<file path="config.mk">
export PLATFORM = sky130hd
export DESIGN_NAME = mouse_click_and_gesture_detector_flat
export DESIGN_NICKNAME = d
export VERILOG_FILES = /design/src/mcgd_pkg.sv /design/src/mcgd_if.sv /design/src/mcgd_cfg_regs.sv /design/src/mcgd_event_stage.sv /design/src/mcgd_engine.sv /design/src/mouse_click_and_gesture_detector.sv /design/src/flat_wrapper.sv
export SDC_FILE = /design/constraint.sdc
export NUM_CORES = 1
export LEC_CHECK = 0
export BUFFER_PORTS_ARGS = -buffer_cell sky130_fd_sc_hd__buf_2
export CORE_MARGIN = 2
export CORE_UTILIZATION = 40
export CTS_CLUSTER_DIAMETER = 40
export CTS_CLUSTER_SIZE = 30
export DETAILED_ROUTE_END_ITERATION = 16
export HOLD_SLACK_MARGIN = 0.05
export PLACE_DENSITY = 0.6
export SYNTH_ARGS = -nofsm -noshare
export SYNTH_HDL_FRONTEND = slang
export SYNTH_SLANG_ARGS = --single-unit
</file>
<file path="constraint.sdc">
create_clock -name i_clk -period 6.1 [get_ports i_clk]
set_input_delay 0.61 -clock i_clk [delete_from_list [all_inputs] [get_ports i_clk]]
set_output_delay 0.61 -clock i_clk [all_outputs]
set_load 0.1 [all_outputs]
</file>
<file path="src/mcgd_pkg.sv">
`timescale 1ns / 1ps

package mcgd_pkg;

    localparam int CFG_ADDR_W = 4;
    localparam int CFG_DATA_W = 16;

    localparam logic [CFG_ADDR_W-1:0] CFG_CLICK_WINDOW     = CFG_ADDR_W'(0);
    localparam logic [CFG_ADDR_W-1:0] CFG_MOTION_THRESHOLD = CFG_ADDR_W'(1);

    localparam logic [15:0] CLICK_WINDOW_RESET     = 16'd400;
    localparam logic [14:0] MOTION_THRESHOLD_RESET = 15'd5;

    localparam logic [1:0] MODE_TICK    = 2'd0;
    localparam logic [1:0] MODE_BUTTON  = 2'd1;
    localparam logic [1:0] MODE_MOTION  = 2'd2;
    localparam logic [1:0] MODE_IGNORED = 2'd3;

    localparam logic [3:0] AXIS_HORIZONTAL = 4'd0;
    localparam logic [3:0] AXIS_VERTICAL   = 4'd1;

    localparam logic signed [15:0] BUTTON_PRESSED  = 16'sd1;
    localparam logic signed [15:0] BUTTON_RELEASED = 16'sd0;

    localparam logic [1:0] CLICK_RUN_LAST = 2'd3;

    localparam logic [2:0] MSG_CLICK1 = 3'd0;
    localparam logic [2:0] MSG_CLICK2 = 3'd1;
    localparam logic [2:0] MSG_STOP   = 3'd2;
    localparam logic [2:0] MSG_RESET  = 3'd3;
    localparam logic [2:0] MSG_RIGHT  = 3'd4;
    localparam logic [2:0] MSG_LEFT   = 3'd5;
    localparam logic [2:0] MSG_UP     = 3'd6;
    localparam logic [2:0] MSG_START  = 3'd7;

    localparam logic [1:0] STEP_IDLE  = 2'd0;
    localparam logic [1:0] STEP_RIGHT = 2'd1;
    localparam logic [1:0] STEP_LEFT  = 2'd2;
    localparam logic [1:0] STEP_UP    = 2'd3;

    typedef struct packed {
        logic [1:0]         mode;
        logic [3:0]         axis;
        logic signed [15:0] amount;
    } t_event;

    typedef struct packed {
        logic   valid;
        t_event evt;
    } t_stage;

    typedef struct packed {
        logic [15:0] click_window;
        logic [14:0] motion_threshold;
    } t_cfg;

endpackage

</file>
<file path="src/mcgd_if.sv">
`timescale 1ns / 1ps

interface mcgd_event_if;
    logic               valid;
    logic               ready;
    logic [1:0]         mode;
    logic [3:0]         axis;
    logic signed [15:0] amount;

    modport source (output valid, output mode, output axis, output amount, input ready);
    modport sink (input valid, input mode, input axis, input amount, output ready);
endinterface

interface mcgd_result_if;
    logic       valid;
    logic       ready;
    logic [2:0] message_code;
    logic [1:0] combo_step_now;

    modport source (output valid, output message_code, output combo_step_now, input ready);
    modport sink (input valid, input message_code, input combo_step_now, output ready);
endinterface

interface mcgd_cfg_if;
    logic                               valid;
    logic                               ready;
    logic [mcgd_pkg::CFG_ADDR_W-1:0]    addr;
    logic [mcgd_pkg::CFG_DATA_W-1:0]    wdata;

    modport source (output valid, output addr, output wdata, input ready);
    modport sink (input valid, input addr, input wdata, output ready);
endinterface

</file>
<file path="src/mcgd_cfg_regs.sv">
`timescale 1ns / 1ps

module mcgd_cfg_regs (
    input  logic           i_clk,
    input  logic           i_rst_n,
    mcgd_cfg_if.sink       i_cfg,
    output mcgd_pkg::t_cfg o_cfg
);

    logic [15:0] r_click_window;
    logic [14:0] r_motion_threshold;

    assign i_cfg.ready = 1'b1;

    always_ff @(posedge i_clk) begin
        if (!i_rst_n) begin
            r_click_window     <= mcgd_pkg::CLICK_WINDOW_RESET;
            r_motion_threshold <= mcgd_pkg::MOTION_THRESHOLD_RESET;
        end else if (i_cfg.valid) begin
            unique case (i_cfg.addr)
                mcgd_pkg::CFG_CLICK_WINDOW: begin
                    r_click_window <= i_cfg.wdata;
                end
                mcgd_pkg::CFG_MOTION_THRESHOLD: begin
                    r_motion_threshold <= i_cfg.wdata[14:0];
                end
                default: begin
                end
            endcase
        end
    end

    assign o_cfg.click_window     = r_click_window;
    assign o_cfg.motion_threshold = r_motion_threshold;

endmodule

</file>
<file path="src/mcgd_event_stage.sv">
`timescale 1ns / 1ps

module mcgd_event_stage (
    input  logic             i_clk,
    input  logic             i_rst_n,
    mcgd_event_if.sink       i_evt,
    input  logic             i_take,
    output mcgd_pkg::t_stage o_stage
);

    logic            r_valid;
    mcgd_pkg::t_event r_evt;
    logic            w_ready;

    assign w_ready     = !r_valid || i_take;
    assign i_evt.ready = w_ready;

    always_ff @(posedge i_clk) begin
        if (!i_rst_n) begin
            r_valid <= 1'b0;
        end else if (w_ready) begin
            r_valid <= i_evt.valid;
        end
    end

    always_ff @(posedge i_clk) begin
        if (w_ready && i_evt.valid) begin
            r_evt.mode   <= i_evt.mode;
            r_evt.axis   <= i_evt.axis;
            r_evt.amount <= i_evt.amount;
        end
    end

    assign o_stage.valid = r_valid;
    assign o_stage.evt   = r_evt;

endmodule

</file>
<file path="src/mcgd_engine.sv">
`timescale 1ns / 1ps

module mcgd_engine #(
    parameter int TICK_COUNT_WIDTH = 16
) (
    input  logic             i_clk,
    input  logic             i_rst_n,
    input  mcgd_pkg::t_stage i_stage,
    input  mcgd_pkg::t_cfg   i_cfg,
    output logic             o_take,
    mcgd_result_if.source    o_res
);

    localparam int CMP_W = (TICK_COUNT_WIDTH > 16) ? TICK_COUNT_WIDTH : 16;

    logic [TICK_COUNT_WIDTH-1:0] r_ticks;
    logic [1:0]                  r_run;
    logic                        r_held;
    logic [1:0]                  r_step;
    logic                        r_out_valid;
    logic [2:0]                  r_code;
    logic [1:0]                  r_step_now;

    logic [TICK_COUNT_WIDTH-1:0] n_ticks;
    logic [1:0]                  n_run;
    logic                        n_held;
    logic [1:0]                  n_step;

    logic                        w_has;
    logic [2:0]                  w_code;
    logic                        w_in_window;
    logic [1:0]                  w_run_inc;
    logic signed [16:0]          w_amt;
    logic signed [16:0]          w_thr;
    logic signed [16:0]          w_nthr;
    logic                        w_pos;
    logic                        w_neg;
    logic                        w_out_free;
    logic                        w_fire;

    assign w_in_window = CMP_W'(r_ticks) < CMP_W'(i_cfg.click_window);
    assign w_run_inc   = w_in_window ? (r_run + 2'd1) : 2'd1;
    assign w_amt       = 17'(i_stage.evt.amount);
    assign w_thr       = $signed({2'b00, i_cfg.motion_threshold});
    assign w_nthr      = -w_thr;
    assign w_pos       = w_amt > w_thr;
    assign w_neg       = w_amt < w_nthr;

    always_comb begin
        n_ticks = r_ticks;
        n_run   = r_run;
        n_held  = r_held;
        n_step  = r_step;
        w_has   = 1'b0;
        w_code  = mcgd_pkg::MSG_CLICK1;
        case (i_stage.evt.mode)
            mcgd_pkg::MODE_TICK: begin
                if (r_ticks != '1) begin
                    n_ticks = r_ticks + 1'b1;
                end
            end
            mcgd_pkg::MODE_BUTTON: begin
                if (i_stage.evt.amount == mcgd_pkg::BUTTON_PRESSED) begin
                    n_held  = 1'b1;
                    n_ticks = '0;
                    w_has   = 1'b1;
                    n_run   = w_run_inc;
                    if (w_run_inc == 2'd1) begin
                        w_code = mcgd_pkg::MSG_CLICK1;
                    end else if (w_run_inc == 2'd2) begin
                        w_code = mcgd_pkg::MSG_CLICK2;
                    end else begin
                        w_code = mcgd_pkg::MSG_STOP;
                        n_run  = 2'd0;
                    end
                end else if (i_stage.evt.amount == mcgd_pkg::BUTTON_RELEASED) begin
                    n_held = 1'b0;
                    n_step = mcgd_pkg::STEP_IDLE;
                    if (r_step != mcgd_pkg::STEP_IDLE) begin
                        w_has  = 1'b1;
                        w_code = mcgd_pkg::MSG_RESET;
                    end
                end
            end
            mcgd_pkg::MODE_MOTION: begin
                if (r_held) begin
                    if (r_step == mcgd_pkg::STEP_IDLE
                        && i_stage.evt.axis == mcgd_pkg::AXIS_HORIZONTAL && w_pos) begin
                        n_step = mcgd_pkg::STEP_RIGHT;
                        w_has  = 1'b1;
                        w_code = mcgd_pkg::MSG_RIGHT;
                    end else if (r_step == mcgd_pkg::STEP_RIGHT
                        && i_stage.evt.axis == mcgd_pkg::AXIS_HORIZONTAL && w_neg) begin
                        n_step = mcgd_pkg::STEP_LEFT;
                        w_has  = 1'b1;
                        w_code = mcgd_pkg::MSG_LEFT;
                    end else if (r_step == mcgd_pkg::STEP_LEFT
                        && i_stage.evt.axis == mcgd_pkg::AXIS_VERTICAL && w_neg) begin
                        n_step = mcgd_pkg::STEP_UP;
                        w_has  = 1'b1;
                        w_code = mcgd_pkg::MSG_UP;
                    end else if (r_step == mcgd_pkg::STEP_UP
                        && i_stage.evt.axis == mcgd_pkg::AXIS_VERTICAL && w_pos) begin
                        n_step = mcgd_pkg::STEP_IDLE;
                        w_has  = 1'b1;
                        w_code = mcgd_pkg::MSG_START;
                    end
                end
            end
            default: begin
            end
        endcase
    end

    assign w_out_free = !r_out_valid || o_res.ready;
    assign w_fire     = i_stage.valid && (!w_has || w_out_free);
    assign o_take     = w_fire;

    always_ff @(posedge i_clk) begin
        if (!i_rst_n) begin
            r_ticks     <= '1;
            r_run       <= 2'd0;
            r_held      <= 1'b0;
            r_step      <= mcgd_pkg::STEP_IDLE;
            r_out_valid <= 1'b0;
        end else begin
            if (w_fire) begin
                r_ticks <= n_ticks;
                r_run   <= n_run;
                r_held  <= n_held;
                r_step  <= n_step;
            end
            if (w_fire && w_has) begin
                r_out_valid <= 1'b1;
            end else if (o_res.ready) begin
                r_out_valid <= 1'b0;
            end
        end
    end

    always_ff @(posedge i_clk) begin
        if (w_fire && w_has) begin
            r_code     <= w_code;
            r_step_now <= n_step;
        end
    end

    assign o_res.valid          = r_out_valid;
    assign o_res.message_code   = r_code;
    assign o_res.combo_step_now = r_step_now;

endmodule

</file>
<file path="src/mouse_click_and_gesture_detector.sv">
`timescale 1ns / 1ps

// Mouse click and gesture detector. Events enter on i_evt and at most one message per event
// leaves on o_res; the block accepts one event every cycle while no message waits on a stalled
// o_res. Events flow through an input register and then a result register, which holds the
// message on o_res; the tick counter, click run and combo state are updated between them, so
// the only thing that slows intake is a message waiting in the result register while o_res is
// stalled; events that produce no message still pass through in that case only once the
// state ahead of them has been committed. Registers are written on i_cfg (index 0 is the
// click window, index 1 the motion threshold) and should change only while no transaction
// is in flight.
module mouse_click_and_gesture_detector #(
    parameter int TICK_COUNT_WIDTH = 16
) (
    input  logic          i_clk,
    input  logic          i_rst_n,
    mcgd_event_if.sink    i_evt,
    mcgd_cfg_if.sink      i_cfg,
    mcgd_result_if.source o_res
);

    mcgd_pkg::t_cfg   w_cfg;
    mcgd_pkg::t_stage w_stage;
    logic             w_take;

    mcgd_cfg_regs u_cfg_regs (
        .i_clk   (i_clk),
        .i_rst_n (i_rst_n),
        .i_cfg   (i_cfg),
        .o_cfg   (w_cfg)
    );

    mcgd_event_stage u_event_stage (
        .i_clk   (i_clk),
        .i_rst_n (i_rst_n),
        .i_evt   (i_evt),
        .i_take  (w_take),
        .o_stage (w_stage)
    );

    mcgd_engine #(
        .TICK_COUNT_WIDTH (TICK_COUNT_WIDTH)
    ) u_engine (
        .i_clk   (i_clk),
        .i_rst_n (i_rst_n),
        .i_stage (w_stage),
        .i_cfg   (w_cfg),
        .o_take  (w_take),
        .o_res   (o_res)
    );

endmodule

</file>
<file path="src/flat_wrapper.sv">
// flat-port wrapper written by rule: the top's interface ports become plain ports
module mouse_click_and_gesture_detector_flat 
#(
    parameter int TICK_COUNT_WIDTH = 16
)
  (i_clk, i_rst_n, i_evt_valid, i_evt_mode, i_evt_axis, i_evt_amount, i_evt_ready, i_cfg_valid, i_cfg_addr, i_cfg_wdata, i_cfg_ready, o_res_valid, o_res_message_code, o_res_combo_step_now, o_res_ready);
  mcgd_event_if i_evt_i ();
  mcgd_cfg_if i_cfg_i ();
  mcgd_result_if o_res_i ();
  input  logic i_clk;
  input  logic i_rst_n;
  input wire logic [$bits(i_evt_i.valid)-1:0] i_evt_valid;
  input wire logic [$bits(i_evt_i.mode)-1:0] i_evt_mode;
  input wire logic [$bits(i_evt_i.axis)-1:0] i_evt_axis;
  input wire logic [$bits(i_evt_i.amount)-1:0] i_evt_amount;
  output wire logic [$bits(i_evt_i.ready)-1:0] i_evt_ready;
  input wire logic [$bits(i_cfg_i.valid)-1:0] i_cfg_valid;
  input wire logic [$bits(i_cfg_i.addr)-1:0] i_cfg_addr;
  input wire logic [$bits(i_cfg_i.wdata)-1:0] i_cfg_wdata;
  output wire logic [$bits(i_cfg_i.ready)-1:0] i_cfg_ready;
  output wire logic [$bits(o_res_i.valid)-1:0] o_res_valid;
  output wire logic [$bits(o_res_i.message_code)-1:0] o_res_message_code;
  output wire logic [$bits(o_res_i.combo_step_now)-1:0] o_res_combo_step_now;
  input wire logic [$bits(o_res_i.ready)-1:0] o_res_ready;
  assign i_evt_i.valid = i_evt_valid;
  assign i_evt_i.mode = i_evt_mode;
  assign i_evt_i.axis = i_evt_axis;
  assign i_evt_i.amount = i_evt_amount;
  assign i_evt_ready = i_evt_i.ready;
  assign i_cfg_i.valid = i_cfg_valid;
  assign i_cfg_i.addr = i_cfg_addr;
  assign i_cfg_i.wdata = i_cfg_wdata;
  assign i_cfg_ready = i_cfg_i.ready;
  assign o_res_valid = o_res_i.valid;
  assign o_res_message_code = o_res_i.message_code;
  assign o_res_combo_step_now = o_res_i.combo_step_now;
  assign o_res_i.ready = o_res_ready;
  mouse_click_and_gesture_detector #(.TICK_COUNT_WIDTH(TICK_COUNT_WIDTH)) u_core (.i_clk(i_clk), .i_rst_n(i_rst_n), .i_evt(i_evt_i), .i_cfg(i_cfg_i), .o_res(o_res_i));
endmodule
</file>
==> impl.org <==
** Floorplanning
- The die is 114.5 um tall.
- Placeable core region :: 11960 sq um
- I/O pin total :: 55
- The die is 114.5 um wide.
- For this configuration, the core starts out at a cell density of 0.4085.
- Cell row count :: 40
- The floorplan step defined a die boundary enclosing 13110 sq um.

** Pwr
- For this design the ratio of total power to cell area is 254.5 nW/um^2.
- Max rail drop VDD :: 110.1 uV
- For this design the static power due to leakage is 0.002309 uW.

** Final layout
- In the final layout, the share of cells above drive strength 1 is 0.1472.
- Compared with the post-synthesis result, the final layout area differs by 14.57%.
- The filler cells instantiated in the layout total 1149.
- Once layout is done, the placed cells without fillers occupy 5598 sq um.
- For this run, the post-layout net count is 686.
- Once layout is complete, the cells apart from fillers number 738.
- Across the whole layout, storage elements account for 1892 sq um.
- The repair_antennas step left the layout with diodes totalling 0.
- Multi-input gate area :: 2736 sq um

** Run
- Across the run, the number of max-cap violations was 0.

** Yosys
- Cells taking the most area after synthesis :: dfxtp_1 22%, edfxtp_1 17%, ha_1 14%
- The share of the Yosys chip area taken by registers is 0.3872.
- The cell count after synthesis came out at 538.
- Synthesis warning total :: 0
- The share of synthesized area in the top cell type comes to 0.2213.
- Fraction of synthesis flops using an asynchronous set or reset pin :: 0
- In the synthesized netlist the dominant register cell turns out to be dfxtp_1.
- Number of storage elements in the synthesis netlist :: 81
- Count of flip-flops with a built-in enable after synthesis :: 27
- Synthesized netlist net count :: 638
- Synth cell types :: 59
- A synthesized cell averages 9.082 sq um.
- Synth area leader :: dfxtp_1
- Summing every instance area after synthesis gives 4886 sq um.

** Global routing
- Wire length of the first global-routing pass :: 19090 um
- Pin count of the biggest net entering global routing :: 31
- Summed over all layers, the global routing overflow is 0.
- Initial antenna violation count :: 0
- Via count of the first global-routing pass :: 3961
- For this run, the total global-route usage over all layers was measured as 0.1869.

** Worst setup path
- Kind of end point of the critical path :: output pin
- STA classifies the critical path startpoint as a flop.
- Worst Path Class, Setup :: reg -> out
- Setup slack of the most critical reg-to-reg path :: 1.13 ns
- FF-to-FF path depth :: 16
- Data on the critical path is required at its endpoint by 5.49 ns.
- Data arrives at the worst endpoint at 4.54 ns.
- Critical-path maximum fanout :: 5

** Clock network
- Post-CTS repair changed the size of 0 cells.
- Post-CTS repair timing setup buffer count :: 0
- After clock tree synthesis, the clock-pin slew on the worst setup and hold paths is 0.06 ns.
- Number of buffers inserted during clock tree synthesis :: 9
- The clock reaches the later pin of the worst-skew pair after 0.35 ns.
- CTS max path bufs :: 2
- After clock tree synthesis, the flow added hold-fix buffers numbering 0.
- The tree is rooted in a clkbuf_16.
- CTS tree :: done
- For this design, the sink count on the clock tree is 81.
- The H-tree was split into 3 levels.

** Timing
- In the finished design, the share of the clock period the worst path needs comes to 0.8451.
- The clock arrives with 0.006802 ns of skew.
- Final hold violation count :: 0
- Finish-stage setup viols :: 0
- Sum Neg Setup Slack :: 0 ns
- Unrepaired setup endpoints after global routing :: no
- Highest clock rate :: 0.1940 GHz
- Clock period minus worst slack :: 5.155 ns
- Headroom to the max-slew limit came out at 0.2125.
- Pins Over Slew Limit :: 0
- Worst Tran Pin Value :: 1.174 ns

** Routing
- The detail route stage leaves a number of antenna-violating nets equal to 0.
- Number of DRC violations after detailed routing :: 0
- Number of search-and-repair iterations in the first detailed-routing pass :: 4
- The routed layout has 4110 vias.
- After the first detailed-routing iteration, the DRC count stood at 119.
- In the final routed layout, each cell accounts on average for 15.67 um.
- Detailed Route WL :: 11560 um
- After detailed routing, the number of vias per cell comes to 5.569.

** Placement
- RD Place Congestion :: 0.8878
- Post-placement cell count :: 722
- Post-DP Area :: 5280 sq um
- DP Wirelength :: 8774 um
- During placement, the flow inserted port buffers numbering 53.

** Status
- The flow ran to the end, and the final reports show no timing, DRC or antenna violations.

** Min path
- Counting instances, the worst hold path has a depth of 1.
- In this run the worst hold path is classified as in -> reg.
==> registers in the layout, indices dropped and copies added (netlist names) <==
name                                  count
u_core.u_engine.o_res.message_code        3
u_core.u_event_stage.r_valid              1
u_core.u_engine.r_ticks                  16
u_core.u_cfg_regs.r_click_window         16
u_core.u_engine.o_res.valid               1
u_core.u_engine.r_run                     2
u_core.u_engine.r_step                    2
u_core.u_engine.r_held                    1
u_core.u_engine.o_res.combo_step_now      2
u_core.u_event_stage.o_stage             22
u_core.u_cfg_regs.r_motion_threshold     15
==> stage by stage <==
stage                     utilization  setup WS (ns)  power (uW)  hold WS [ns]
after floorplan                     -          1.363       800.9        0.4363
after global placement         0.4414          1.389       860.6        0.4447
after detailed placement       0.4414          1.165       870.1        0.4472
after CTS                      0.4680         0.9490        1440        0.4176
after global routing           0.4680         0.7079        1495        0.4269
final                          0.4680         0.9452        1424        0.4327
==> area by class of cell <==
cell class / count / area share
Timing Repair Buffer: 55 / 0.05007
Inverter: 50 / 0.03353
Multi-Input combinational cell: 389 / 0.4888
Sequential cell: 81 / 0.3380
Tap cell: 147 / 0.03286
Clock buffer: 12 / 0.05163
Clock inverter: 4 / 0.005141
==> critical path: stages (launching register included) <==
cell     delay, ns
dfxtp_1       0.31
inv_1         0.13
nand4_1       0.19
or4_1         0.47
nor2_1        0.15
nand2_1       0.12
nor4_1        0.26
xnor2_1       0.12
ha_1          0.29
nand4_1       0.11
or4_1         0.55
a31oi_1       0.19
o41ai_1       0.13
and3_1        0.21
o21ai_1       0.28
a21oi_1       0.18
nand2_1       0.10
buf_2         0.42
==> cell families (layout without fill, tap and decap cells) <==
family | after synthesis | after routing | share of synthesized area
other | 1 | 1 | 0.0007675
xor gates and xnor gates | 12 | 12 | 0.02151
buffers and inverters | 68 | 121 | 0.05480
and+or+nand+nor | 176 | 176 | 0.1818
DFF | 81 | 81 | 0.3872
muxes | 16 | 16 | 0.03303
AOI/OAI and AO/OA | 131 | 131 | 0.1851
adders and majority gates | 53 | 53 | 0.1357
==> synthesized netlist by cell type (all sizes together), types with 7 or more instances <==
cell and count:
nand2 58, and3 11, edfxtp 27, o21ai 34
clkbuf 14, dfxtp 54, mux2i 15, nand4 14
a21oi 39, xnor2 10, nand3 18, o311ai 14
nand2b 7, ha 53, nor4 8, inv 50
nor3 7, nor2 27
==> power by group <==
part / switching, uW / internal [uW]
combinational: 136 / 97.2
clock: 228 / 338
sequential: 38.5 / 587
total: 402 / 1020
==> per-layer routing <==
metal	GRT usage	vias up	wire [um]	part of all wire
li1	-	2064	-	-
met1	0.2383	1947	5358	0.46
met2	0.3101	76	5503	0.48
met3	0.03494	23	440	0.038
met4	0.07805	0	260	0.022
met5	0	-	0	0
==> worst paths after layout <==
check / startpoint / to
hold / removal: i_evt_amount[0] / u_core.u_event_stage.o_stage[0]
setup reg to reg: u_core.u_cfg_regs.r_motion_threshold[3] / u_core.u_event_stage.o_stage[11]
hold reg to reg: u_core.u_cfg_regs.r_click_window[1] / u_core.u_cfg_regs.r_click_window[1]
setup / recovery: u_core.u_cfg_regs.r_motion_threshold[3] / i_evt_ready
==> cells in the final DEF, fill, tap and decap left out, types with 7 or more instances in the layout <==
cell and instances:
a21oi_1 38, and3_1 11, buf_2 53, clkbuf_16 11, dfxtp_1 54, edfxtp_1 27, ha_1 53, inv_1 50
mux2i_1 15, nand2_1 58, nand2b_1 7, nand3_1 17, nand4_1 14, nor2_1 27, nor3_1 7, nor4_1 7
o21ai_0 29, o311ai_2 9, xnor2_1 10
No activity file was read; power rests on OpenSTA's default activity.
